--- config.mk ---
export PLATFORM = sky130hd
export DESIGN_NAME = scale_quantizer_hysteresis_core_flat
export DESIGN_NICKNAME = d
export VERILOG_FILES = /design/src/sqh_pkg.sv /design/src/sqh_if.sv /design/src/sqh_div.sv /design/src/sqh_mul.sv /design/src/scale_quantizer_hysteresis_core.sv /design/src/flat_wrapper.sv
export VERILOG_INCLUDE_DIRS = /design/src /design/src/src
export SDC_FILE = /design/constraint.sdc
export NUM_CORES = 2
export LEC_CHECK = 0
export ABC_AREA = 1
export BUFFER_PORTS_ARGS = -buffer_cell sky130_fd_sc_hd__clkbuf_2
export CELL_PAD_IN_SITES_DETAIL_PLACEMENT = 1
export CELL_PAD_IN_SITES_GLOBAL_PLACEMENT = 2
export CORE_ASPECT_RATIO = 1.25
export CORE_MARGIN = 10
export CORE_UTILIZATION = 40
export CTS_BUF_LIST = sky130_fd_sc_hd__clkbuf_16
export CTS_CLUSTER_DIAMETER = 150
export CTS_CLUSTER_SIZE = 16
export DETAILED_ROUTE_END_ITERATION = 7
export PLACE_DENSITY_LB_ADDON = 0.1
export SYNTH_ARGS = -nofsm -noshare
export SYNTH_HDL_FRONTEND = slang
export SYNTH_SLANG_ARGS = --single-unit
export TNS_END_PERCENT = 5
--- constraint.sdc ---
create_clock -name clock -period 9.5 [get_ports clock]
set_input_delay 1.9 -clock clock [delete_from_list [all_inputs] [get_ports clock]]
set_output_delay 1.9 -clock clock [all_outputs]
set_load 0.02 [all_outputs]
--- src/scale_quantizer_hysteresis_core_assert.svh ---
// Assertion macros for the RTL
`ifndef SCALE_QUANTIZER_HYSTERESIS_CORE_ASSERT_SVH
`define SCALE_QUANTIZER_HYSTERESIS_CORE_ASSERT_SVH
`define SQH_ASSERT_IMPL(label, clk, rst, ante, cons) \
   label: assert property (@(posedge clk) disable iff (rst) (ante) |-> (cons)) \
      else $error("assertion failed");
`define SQH_ASSERT_NEXT(label, clk, rst, ante, cons) \
   label: assert property (@(posedge clk) disable iff (rst) (ante) |=> (cons)) \
      else $error("assertion failed");
`endif

--- src/sqh_pkg.sv ---
`default_nettype none
package sqh_pkg;
   localparam int SCALE_ENTRIES_DEF = 16;
   localparam int CSR_IDX_W = 3;
   localparam int CSR_DATA_W = 64;
   localparam logic [CSR_IDX_W-1:0] REG_SCALE_LENGTH = 3'd0;
   localparam logic [CSR_IDX_W-1:0] REG_DIVISIONS = 3'd1;
   localparam logic [CSR_IDX_W-1:0] REG_OCTAVE_MV = 3'd2;
   localparam logic [CSR_IDX_W-1:0] REG_NOTES_0_3 = 3'd3;
   localparam logic [CSR_IDX_W-1:0] REG_NOTES_4_7 = 3'd4;
   localparam logic [CSR_IDX_W-1:0] REG_NOTES_8_11 = 3'd5;
   localparam logic [CSR_IDX_W-1:0] REG_NOTES_12_15 = 3'd6;
   localparam int DIV_W = 48;   // serial divider dividend/result width

   typedef enum logic [3:0] {
      ST_IDLE, ST_CHECK, ST_OCT, ST_OCT_FIX, ST_IDX_MUL, ST_IDX, ST_ENTRY,
      ST_VOLT, ST_VOLT_FIX, ST_BOUND, ST_WIN, ST_HYST, ST_PLACE, ST_DONE
   } state_type;

   typedef struct packed {
      logic start;
      logic busy;
      logic done;
   } div_ctl_type;
endpackage
`default_nettype wire

--- src/sqh_if.sv ---
`default_nettype none
interface sqh_req_if;
   logic               valid;
   logic               ready;
   logic signed [15:0] level_mv;
   modport source (output valid, output level_mv, input ready);
   modport sink (input valid, input level_mv, output ready);
endinterface

interface sqh_rsp_if;
   logic               valid;
   logic               ready;
   logic signed [9:0]  octave;
   logic        [3:0]  scale_index;
   logic signed [26:0] note_q8;
   logic signed [15:0] volts_mv;
   modport source (output valid, output octave, output scale_index, output note_q8,
                   output volts_mv, input ready);
   modport sink (input valid, input octave, input scale_index, input note_q8,
                 input volts_mv, output ready);
endinterface
`default_nettype wire

--- src/sqh_div.sv ---
`default_nettype none
// Restoring divider, one quotient bit per cycle, unsigned.
module sqh_div (
   input  wire logic                             clock,
   input  wire logic                             reset,
   input  wire logic                             start,
   input  wire logic [sqh_pkg::DIV_W-1:0]        dividend,
   input  wire logic [23:0]                      divisor,
   output sqh_pkg::div_ctl_type                  ctl,
   output logic      [sqh_pkg::DIV_W-1:0]        quotient,
   output logic      [23:0]                      remainder
);
   localparam int CW = $clog2(sqh_pkg::DIV_W + 1);
   logic [sqh_pkg::DIV_W-1:0] q_ff, q_in;
   logic [24:0] r_ff, r_in;
   logic [23:0] d_ff, d_in;
   logic [CW-1:0] cnt_ff, cnt_in;
   logic busy_ff, busy_in, done_ff, done_in;
   logic [24:0] trial;

   always_comb begin
      q_in = q_ff; r_in = r_ff; d_in = d_ff; cnt_in = cnt_ff;
      busy_in = busy_ff; done_in = 1'b0;
      trial = '0;
      if (start) begin
         q_in = dividend; r_in = '0; d_in = divisor;
         cnt_in = CW'(sqh_pkg::DIV_W); busy_in = 1'b1;
      end else if (busy_ff) begin
         trial = {r_ff[23:0], q_ff[sqh_pkg::DIV_W-1]};
         q_in = {q_ff[sqh_pkg::DIV_W-2:0], 1'b0};
         if (trial >= {1'b0, d_ff}) begin
            r_in = trial - {1'b0, d_ff};
            q_in[0] = 1'b1;
         end else begin
            r_in = trial;
         end
         cnt_in = cnt_ff - 1'b1;
         if (cnt_ff == CW'(1)) begin
            busy_in = 1'b0; done_in = 1'b1;
         end
      end
   end

   always_ff @(posedge clock) begin
      if (reset) begin
         busy_ff <= 1'b0; done_ff <= 1'b0; cnt_ff <= '0;
      end else begin
         busy_ff <= busy_in; done_ff <= done_in; cnt_ff <= cnt_in;
      end
      q_ff <= q_in; r_ff <= r_in; d_ff <= d_in;
   end

   assign ctl.start = start;
   assign ctl.busy = busy_ff;
   assign ctl.done = done_ff;
   assign quotient = q_ff;
   assign remainder = r_ff[23:0];
endmodule
`default_nettype wire

--- src/sqh_mul.sv ---
`default_nettype none
// Shift-add multiplier, one multiplier bit per cycle, signed multiplicand.
module sqh_mul (
   input  wire logic               clock,
   input  wire logic               reset,
   input  wire logic               start,
   input  wire logic signed [47:0] mcand,
   input  wire logic        [23:0] mplier,
   output logic                    done,
   output logic signed [47:0]      product
);
   logic signed [47:0] acc_ff, acc_in, a_ff, a_in;
   logic [23:0] m_ff, m_in;
   logic [4:0] cnt_ff, cnt_in;
   logic busy_ff, busy_in, done_ff, done_in;

   always_comb begin
      acc_in = acc_ff; a_in = a_ff; m_in = m_ff; cnt_in = cnt_ff;
      busy_in = busy_ff; done_in = 1'b0;
      if (start) begin
         acc_in = '0; a_in = mcand; m_in = mplier; cnt_in = 5'd24; busy_in = 1'b1;
      end else if (busy_ff) begin
         if (m_ff[0]) acc_in = acc_ff + a_ff;
         a_in = a_ff <<< 1;
         m_in = m_ff >> 1;
         cnt_in = cnt_ff - 1'b1;
         if (cnt_ff == 5'd1) begin
            busy_in = 1'b0; done_in = 1'b1;
         end
      end
   end

   always_ff @(posedge clock) begin
      if (reset) begin
         busy_ff <= 1'b0; done_ff <= 1'b0; cnt_ff <= '0;
      end else begin
         busy_ff <= busy_in; done_ff <= done_in; cnt_ff <= cnt_in;
      end
      acc_ff <= acc_in; a_ff <= a_in; m_ff <= m_in;
   end

   assign done = done_ff;
   assign product = acc_ff;
endmodule
`default_nettype wire

--- src/scale_quantizer_hysteresis_core.sv ---
`default_nettype none
// Pitch quantizer with hysteresis.
// req channel: one signed millivolt sample per transfer. rsp channel: octave,
// scale index, Q19.8 note and ideal millivolts, one transfer per sample that
// left the hysteresis window; samples inside it produce no transfer.
// csr port: write enable, index, 64-bit data; any valid write re-places the
// window at octave -10 index 0. Write only while idle.
// One sample at a time. A sample inside the window goes straight back to idle
// from the check state. A sample outside runs a bit-serial divider seven times
// and a bit-serial multiplier three times; the result is registered after the
// voltage step, and the next sample is taken once the window has been re-placed
// around it. Re-placing the window after a csr write or reset runs the divider
// three times and the multiplier once, during which req is held off.
// Reset: registers take their defaults and the window is re-placed.
// A result waits in the output register while rsp.ready is low; the next
// sample is taken only once it is gone.
module scale_quantizer_hysteresis_core #(
   parameter int SCALE_ENTRIES = sqh_pkg::SCALE_ENTRIES_DEF
) (
   input  wire logic                             clock,
   input  wire logic                             reset,
   sqh_req_if.sink                               req,
   sqh_rsp_if.source                             rsp,
   input  wire logic                             csr_we,
   input  wire logic [sqh_pkg::CSR_IDX_W-1:0]    csr_index,
   input  wire logic [sqh_pkg::CSR_DATA_W-1:0]   csr_data
);
   `include "scale_quantizer_hysteresis_core_assert.svh"
   localparam int LW = $clog2(SCALE_ENTRIES + 1);

   sqh_pkg::state_type st_ff, st_in;
   logic [4:0]  slen_ff;
   logic [7:0]  divs_ff;
   logic [14:0] omv_ff;
   logic [63:0] notes_ff [4];
   logic signed [31:0] lo_ff, hi_ff;
   logic signed [31:0] lvl_ff;
   logic signed [47:0] x_ff, t_ff;
   logic signed [9:0]  oct_ff;
   logic [3:0] idx_ff;
   logic [15:0] entry_ff;
   logic [23:0] win_ff, off_ff;
   logic [2:0] step_ff;
   logic pend_ff;
   logic rv_ff;
   logic signed [9:0]  r_oct_ff;
   logic [3:0]  r_idx_ff;
   logic signed [26:0] r_note_ff;
   logic signed [15:0] r_mv_ff;

   // effective configuration
   logic [7:0]  e_divs;
   logic [14:0] e_omv;
   logic [23:0] span;
   logic [4:0]  len_raw;
   logic [LW-1:0] e_len;
   always_comb begin
      e_divs = (divs_ff == 8'd0) ? 8'd1 : divs_ff;
      e_omv = (omv_ff < 15'd100) ? 15'd100 : omv_ff;
      span = {1'b0, e_omv, 8'd0};
      if (slen_ff == 5'd0) len_raw = (e_divs > 8'd16) ? 5'd16 : e_divs[4:0];
      else len_raw = slen_ff;
      if (len_raw > 5'(SCALE_ENTRIES)) e_len = LW'(SCALE_ENTRIES);
      else if (len_raw == 5'd0) e_len = LW'(1);
      else e_len = LW'(len_raw);
   end

   // shared serial units
   logic dv_go, ml_go, ml_done;
   logic [sqh_pkg::DIV_W-1:0] dv_num, dv_q;
   logic [23:0] dv_den, dv_r;
   sqh_pkg::div_ctl_type dv_ctl;
   logic signed [47:0] ml_a, ml_p;
   logic [23:0] ml_b;
   sqh_div u_div (.clock, .reset, .start(dv_go), .dividend(dv_num), .divisor(dv_den),
      .ctl(dv_ctl), .quotient(dv_q), .remainder(dv_r));
   sqh_mul u_mul (.clock, .reset, .start(ml_go), .mcand(ml_a), .mplier(ml_b),
      .done(ml_done), .product(ml_p));

   logic cfg_hit;
   logic signed [31:0] lvl;
   logic outside;
   logic [3:0] eidx;
   logic [15:0] entry_sel;
   logic [23:0] hyst;
   assign cfg_hit = csr_we && (csr_index <= sqh_pkg::REG_NOTES_12_15);
   assign lvl = 32'(req.level_mv) <<< 8;
   // a sample on a bound counts as inside
   assign outside = (lvl_ff > hi_ff) || (lvl_ff < lo_ff);
   assign eidx = idx_ff;
   always_comb begin
      if (slen_ff == 5'd0) entry_sel = {eidx, 8'd0};
      else entry_sel = notes_ff[eidx[3:2]][16*eidx[1:0] +: 16];
      hyst = (dv_q[23:0] < 24'd1536) ? 24'd1536 : dv_q[23:0];
   end

   // step counter drives sub-phases inside the states (start, wait)
   logic dv_fin;
   assign dv_fin = dv_ctl.done;

   always_comb begin
      st_in = st_ff;
      unique case (st_ff)
         sqh_pkg::ST_IDLE:
            if (pend_ff) st_in = sqh_pkg::ST_BOUND;
            else if (req.valid && req.ready) st_in = sqh_pkg::ST_CHECK;
         sqh_pkg::ST_CHECK:
            if (!outside) st_in = sqh_pkg::ST_IDLE;
            else if (dv_fin) st_in = sqh_pkg::ST_OCT;
         sqh_pkg::ST_OCT:    if (dv_fin) st_in = sqh_pkg::ST_OCT_FIX;
         sqh_pkg::ST_OCT_FIX: st_in = sqh_pkg::ST_IDX_MUL;
         sqh_pkg::ST_IDX_MUL: if (ml_done) st_in = sqh_pkg::ST_IDX;
         sqh_pkg::ST_IDX:    if (dv_fin) st_in = sqh_pkg::ST_ENTRY;
         sqh_pkg::ST_ENTRY:  if (ml_done) st_in = sqh_pkg::ST_VOLT;
         sqh_pkg::ST_VOLT:   if (dv_fin) st_in = sqh_pkg::ST_VOLT_FIX;
         sqh_pkg::ST_VOLT_FIX: st_in = sqh_pkg::ST_BOUND;
         sqh_pkg::ST_BOUND:  if (dv_fin) st_in = sqh_pkg::ST_WIN;
         sqh_pkg::ST_WIN:    if (dv_fin) st_in = sqh_pkg::ST_HYST;
         sqh_pkg::ST_HYST:   if (dv_fin) st_in = sqh_pkg::ST_PLACE;
         sqh_pkg::ST_PLACE:  if (ml_done) st_in = sqh_pkg::ST_DONE;
         sqh_pkg::ST_DONE:   st_in = sqh_pkg::ST_IDLE;
         default:            st_in = sqh_pkg::ST_IDLE;
      endcase
   end

   // unit start strobes and operands
   always_comb begin
      dv_go = 1'b0; ml_go = 1'b0;
      dv_num = '0; dv_den = 24'd1; ml_a = '0; ml_b = '0;
      unique case (st_ff)
         sqh_pkg::ST_CHECK: begin
            // offset = omv*128/divs
            dv_go = (step_ff == 3'd0) && outside;
            dv_num = 48'({e_omv, 7'd0}); dv_den = 24'(e_divs);
         end
         sqh_pkg::ST_OCT: begin
            dv_go = (step_ff == 3'd0);
            dv_num = x_ff[47] ? 48'(-x_ff) : 48'(x_ff); dv_den = span;
         end
         sqh_pkg::ST_IDX_MUL: begin
            ml_go = (step_ff == 3'd0); ml_a = t_ff; ml_b = 24'(e_len);
         end
         sqh_pkg::ST_IDX: begin
            dv_go = (step_ff == 3'd0); dv_num = 48'(t_ff); dv_den = span;
         end
         sqh_pkg::ST_ENTRY: begin
            ml_go = (step_ff == 3'd0); ml_a = 48'(entry_sel); ml_b = 24'(e_omv);
         end
         sqh_pkg::ST_VOLT: begin
            dv_go = (step_ff == 3'd0); dv_num = 48'(t_ff); dv_den = 24'(e_divs);
         end
         sqh_pkg::ST_BOUND: begin
            dv_go = (step_ff == 3'd0);
            dv_num = 48'({e_omv, 7'd0}); dv_den = 24'(e_divs);
         end
         sqh_pkg::ST_WIN: begin
            dv_go = (step_ff == 3'd0); dv_num = 48'(span); dv_den = 24'(e_len);
         end
         sqh_pkg::ST_HYST: begin
            dv_go = (step_ff == 3'd0); dv_num = 48'(win_ff); dv_den = 24'd20;
         end
         sqh_pkg::ST_PLACE: begin
            ml_go = (step_ff == 3'd0); ml_a = 48'(oct_ff); ml_b = span;
         end
         default: ;
      endcase
   end

   always_ff @(posedge clock) begin
      if (reset) begin
         st_ff <= sqh_pkg::ST_IDLE; step_ff <= '0; pend_ff <= 1'b1; rv_ff <= 1'b0;
         slen_ff <= '0; divs_ff <= 8'd12; omv_ff <= 15'd1000;
         for (int i = 0; i < 4; i++) notes_ff[i] <= '0;
         oct_ff <= -10'sd10; idx_ff <= '0;
      end else begin
         st_ff <= st_in;
         step_ff <= (st_in != st_ff) ? 3'd0 : 3'd1;
         if (rsp.valid && rsp.ready) rv_ff <= 1'b0;
         if (cfg_hit) begin
            pend_ff <= 1'b1; oct_ff <= -10'sd10; idx_ff <= '0;
            unique case (csr_index)
               sqh_pkg::REG_SCALE_LENGTH: slen_ff <= csr_data[4:0];
               sqh_pkg::REG_DIVISIONS:    divs_ff <= csr_data[7:0];
               sqh_pkg::REG_OCTAVE_MV:    omv_ff <= csr_data[14:0];
               sqh_pkg::REG_NOTES_0_3:    notes_ff[0] <= csr_data;
               sqh_pkg::REG_NOTES_4_7:    notes_ff[1] <= csr_data;
               sqh_pkg::REG_NOTES_8_11:   notes_ff[2] <= csr_data;
               sqh_pkg::REG_NOTES_12_15:  notes_ff[3] <= csr_data;
               default: ;
            endcase
         end else if (st_ff == sqh_pkg::ST_IDLE) begin
            pend_ff <= 1'b0;
         end
         unique case (st_ff)
            sqh_pkg::ST_IDLE: if (req.valid && req.ready) lvl_ff <= lvl;
            sqh_pkg::ST_CHECK:
               if (dv_fin) x_ff <= 48'(lvl_ff) + 48'(dv_q[23:0]);
            sqh_pkg::ST_OCT:
               if (dv_fin) begin
                  // floor for negative dividends
                  if (!x_ff[47]) oct_ff <= 10'(dv_q);
                  else oct_ff <= 10'(-$signed(dv_q) - ((dv_r != 0) ? 48'sd1 : 48'sd0));
               end
            sqh_pkg::ST_OCT_FIX: begin
               // offset within the octave, from the divider remainder
               t_ff <= !x_ff[47] ? 48'(dv_r) : (dv_r != 24'd0) ? 48'(span - dv_r) : '0;
               r_oct_ff <= oct_ff;
            end
            sqh_pkg::ST_IDX_MUL: if (ml_done) t_ff <= ml_p;
            sqh_pkg::ST_IDX:
               if (dv_fin) begin
                  if (dv_q >= 48'(e_len)) idx_ff <= 4'(e_len - 1'b1);
                  else idx_ff <= dv_q[3:0];
               end
            sqh_pkg::ST_ENTRY:
               if (ml_done) begin
                  entry_ff <= entry_sel; t_ff <= ml_p;
               end
            sqh_pkg::ST_VOLT: if (dv_fin) t_ff <= 48'(dv_q);
            sqh_pkg::ST_VOLT_FIX: begin
               automatic logic signed [33:0] base = oct_ff * $signed({1'b0, span});
               automatic logic signed [47:0] vq = 48'(base) + t_ff;
               automatic logic signed [39:0] mv = 40'(vq >>> 8);
               r_idx_ff <= idx_ff;
               r_note_ff <= 27'(oct_ff) * 27'({e_divs, 8'd0}) + 27'(entry_ff);
               if (mv > 40'sd32767) r_mv_ff <= 16'sd32767;
               else if (mv < -40'sd32768) r_mv_ff <= -16'sd32768;
               else r_mv_ff <= mv[15:0];
               rv_ff <= 1'b1;
            end
            sqh_pkg::ST_BOUND: if (dv_fin) off_ff <= dv_q[23:0];
            sqh_pkg::ST_WIN:   if (dv_fin) win_ff <= dv_q[23:0];
            sqh_pkg::ST_HYST:  if (dv_fin) t_ff <= 48'(hyst);
            sqh_pkg::ST_PLACE:
               if (ml_done) begin
                  automatic logic signed [47:0] ideal = ml_p
                     + 48'(idx_ff) * 48'(win_ff) - 48'(off_ff);
                  lo_ff <= 32'(ideal - t_ff);
                  hi_ff <= 32'(ideal + t_ff + 48'(win_ff));
               end
            default: ;
         endcase
      end
   end

   assign req.ready = (st_ff == sqh_pkg::ST_IDLE) && !pend_ff && !rv_ff && !cfg_hit;
   assign rsp.valid = rv_ff;
   assign rsp.octave = r_oct_ff;
   assign rsp.scale_index = r_idx_ff;
   assign rsp.note_q8 = r_note_ff;
   assign rsp.volts_mv = r_mv_ff;

   `SQH_ASSERT_IMPL(a_ready_idle, clock, reset, req.ready, st_ff == sqh_pkg::ST_IDLE)
   `SQH_ASSERT_IMPL(a_no_two_units, clock, reset, dv_go, !ml_go)
   `SQH_ASSERT_NEXT(a_rsp_after_fix, clock, reset,
      st_ff == sqh_pkg::ST_VOLT_FIX, rsp.valid)
endmodule
`default_nettype wire

--- src/flat_wrapper.sv ---
// flat-port wrapper written by rule: the top's interface ports become plain ports
module scale_quantizer_hysteresis_core_flat 
#(
   parameter int SCALE_ENTRIES = sqh_pkg::SCALE_ENTRIES_DEF
)
  (clock, reset, csr_we, csr_index, csr_data, req_valid, req_level_mv, req_ready, rsp_valid, rsp_octave, rsp_scale_index, rsp_note_q8, rsp_volts_mv, rsp_ready);
  sqh_req_if req_i ();
  sqh_rsp_if rsp_i ();
  input  wire logic clock;
  input  wire logic reset;
  input  wire logic csr_we;
  input  wire logic [sqh_pkg::CSR_IDX_W-1:0] csr_index;
  input  wire logic [sqh_pkg::CSR_DATA_W-1:0] csr_data;
  input wire logic [$bits(req_i.valid)-1:0] req_valid;
  input wire logic [$bits(req_i.level_mv)-1:0] req_level_mv;
  output wire logic [$bits(req_i.ready)-1:0] req_ready;
  output wire logic [$bits(rsp_i.valid)-1:0] rsp_valid;
  output wire logic [$bits(rsp_i.octave)-1:0] rsp_octave;
  output wire logic [$bits(rsp_i.scale_index)-1:0] rsp_scale_index;
  output wire logic [$bits(rsp_i.note_q8)-1:0] rsp_note_q8;
  output wire logic [$bits(rsp_i.volts_mv)-1:0] rsp_volts_mv;
  input wire logic [$bits(rsp_i.ready)-1:0] rsp_ready;
  assign req_i.valid = req_valid;
  assign req_i.level_mv = req_level_mv;
  assign req_ready = req_i.ready;
  assign rsp_valid = rsp_i.valid;
  assign rsp_octave = rsp_i.octave;
  assign rsp_scale_index = rsp_i.scale_index;
  assign rsp_note_q8 = rsp_i.note_q8;
  assign rsp_volts_mv = rsp_i.volts_mv;
  assign rsp_i.ready = rsp_ready;
  scale_quantizer_hysteresis_core #(.SCALE_ENTRIES(SCALE_ENTRIES)) u_core (.clock(clock), .reset(reset), .req(req_i), .rsp(rsp_i), .csr_we(csr_we), .csr_index(csr_index), .csr_data(csr_data));
endmodule
==> flow_summary.ini <==
[status]
status = complete, no violations

[synthesis]
syn_avg_cell_area_um2 = 8.197
syn-num-nets = 8381
ys.flop_type = edfxtp_1
synthDistinctLibCells = 64
synth-seq-cells = 809
yosys.area.top_type = edfxtp_1
seq_area_frac_synth = 0.3703
synthCells = 7555
synth_area_um2 = 61930
async_flop_share = 0
ys_top_cells_by_area = edfxtp_1 33%, fa_1 9.7%, ha_1 8.9%
synth-edff-count = 673
netlist.area_leader.share = 0.3263
yosysWarnings = 0

[cells_and_area]
nets = 8455
syn2layout_area_growth_pct = 8.178
final_common_cell = nand2_1
drive_gt1_frac = 0.05639
layout_common_cells = 1377 x nand2_1, 1308 x inv_1, 909 x nor2_1, 673 x edfxtp_1, 500 x a21oi_1

[die]
die_y_um = 459.9
die_x_um = 371.9
initial_core_util = 0.4024
die_area_um2 = 171100
pin_count = 147
core_um2 = 153900
row_count = 161

[sta]
maxSlewViolCount = 0
rsz0062_at_grt = false
clock_skew_ns = 0.09494
fin_crit_sh = 0.9203
timing.hold.ws_ns = 0.4375
setup_violations = 0
tightest_slew_ns = 1.253
hold_viol_final = 0
fmaxAchievable_mhz = 114.4
relSlewSlack = 0.1560
period_needed_ns = 8.743
setup_tns_ns = 0

[setup_path]
r2r_start = u_core.omv_ff[10]
crit_fanout = 15
required_ns = 9.91
cp_common_cell = nand2_1
cpPeakStageDelay_ns = 0.55
slowest_stage = fa_1
crit_type = flip-flop to flip-flop
cp-end-kind = flip-flop
start_kind = flip-flop
crit_start = u_core.omv_ff[10]
worst_ep_arrival_time_ns = 9.16

[detailed_routing]
antenna_left = 0
vias = 53330
wire_per_inst_um = 24.41
routed_via_density = 5.487
drcViolationCount = 0
drt_iter0_markers = 3815
drt-total-wl_um = 237300
drt_first_pass_iters = 5

[clock_tree]
cts.clk_slew.worst_paths_ns = 0.08
cts.sinks = 809
clockRootBuffer = clkbuf_16
h-tree-depth = 2
cts_buffers = 57
holdBufCountCts = 0
cts_tree = yes
insertion_delay_ns = 0.75
clk_path_buf_depth = 3

[place]
dpl.hpwl_um = 184200
gp_congestion = 0.9171
port_buffers = 146

[global_route]
grt_max_degree = 74
grt_pass1_wl_um = 356200
antenna_found_initial = 8
grt_pass1_vias = 55720
grt_usage = 0.2733
grt_overflow = 0

[pwr]
power.leakage_nw = 30.94
pwr_density_cell_nw_per_um2 = 291.2
ir_worst_vdd_mv = 0.2383

[min_path]
hp-class = flip-flop to flip-flop
hp-start = u_core.entry_ff[1]

[job]
max_cap_viol_count = 0
## kinds of logic after synthesis
| group | count (synthesis) | synth area share |
|---|---|---|
| DFF | 809 | 0.3703 |
| buffers and inverters | 1537 | 0.09398 |
| xor gates and xnor gates | 236 | 0.03350 |
| adders and majority gates | 738 | 0.1853 |
| AOI/OAI and AO/OA | 1367 | 0.1270 |
| and+or+nand+nor | 2868 | 0.1899 |
## timing repair
action	CTS	global route
endpoints found under the setup margin	0	15
gates resized for setup	0	12
setup buffers	0	2
## per-layer routing
layer / track usage / part of all wire
met4: 0.08639 / 0.035
met5: 0 / 0.00012
met1: 0.3456 / 0.42
met2: 0.4843 / 0.50
met3: 0.02884 / 0.042
## synth_stat cells (14+ instances only)
cell	count
nand3_1	309
clkbuf_1	188
a221oi_1	14
o211ai_1	42
buf_1	22
nor4_1	27
o22ai_1	50
a31oi_1	38
o21ai_0	478
nor2_1	920
fa_1	299
edfxtp_1	673
nand4_1	81
inv_1	1267
nand2_1	1382
buf_2	20
ha_1	439
nor3_1	75
xor2_1	160
a21oi_1	500
a21o_1	27
o221ai_1	95
inv_2	23
dfxtp_1	136
o21a_1	17
xnor2_1	75
o21bai_1	23
nand2_2	17
## state kept, by name, indices dropped and copies added, names as in the netlist, 26 cells and up
signal	cells
u_core.hi_ff	32
u_core.lo_ff	32
u_core.notes_ff	256
u_core.rsp.note_q8	27
u_core.t_ff	48
u_core.u_div.quotient	48
u_core.u_mul.a_ff	48
u_core.u_mul.product	48
u_core.x_ff	26
## through the flow
step | setup slack [ns] | total power [mW] | instances | util | cell area, um^2
6_report | 0.7572 | 19.51 | 9720 | 0.4353 | 67000
4_1_cts | 0.3427 | 19.54 | 9712 | 0.4348 | 66920
2_1_floorplan | 1.683 | 13.24 | 7555 | - | 61930
3_3_place_gp | 0.5464 | 16.85 | 9604 | 0.4237 | 65200
3_5_place_dp | 0.3897 | 16.95 | 9604 | 0.4237 | 65200
5_1_grt | 0.03714 | 21.22 | 9716 | 0.4353 | 66990
## final timing paths
kind                                 end  slack [ns]  cells after the start
hold / removal     u_core.rsp.note_q8[1]        0.44                      0
setup / recovery  u_core.rsp.volts_mv[0]        0.76                     37
setup reg to reg  u_core.rsp.volts_mv[0]        0.76                     37
hold reg to reg    u_core.rsp.note_q8[1]        0.44                      0
## power breakdown
part | internal (mW) | leakage [nW] | switching (mW) | total, mW
logic | 3.92 | 22.5 | 8.14 | 12.1
clock network | 1.10 | 0.986 | 1.40 | 2.51
registers | 4.63 | 7.41 | 0.317 | 4.94
total | 9.65 | 30.9 | 9.86 | 19.5
## final cells by class
class	count	area, um^2
Clock buffer	57	1426
Clock inverter	51	285.3
Multi-Input combinational cell	5210	33390
Sequential cell	809	22940
Fill cell	18640	86910
Tap cell	2037	2549
Inverter	1302	4892
Timing Repair Buffer	249	1504
Antenna cell	5	12.51
## worst max-delay path, delay by kind of cell, from the launching register on
| family | cells | cell delay [ns] |
|---|---|---|
| AOI/OAI and AO/OA | 3 | 0.57 |
| adders and majority gates | 7 | 3.34 |
| DFF | 1 | 0.32 |
| xor gates and xnor gates | 2 | 0.51 |
| and+or+nand+nor | 18 | 2.95 |
| buffers and inverters | 7 | 0.75 |
Power figures use the tool's default switching activity.
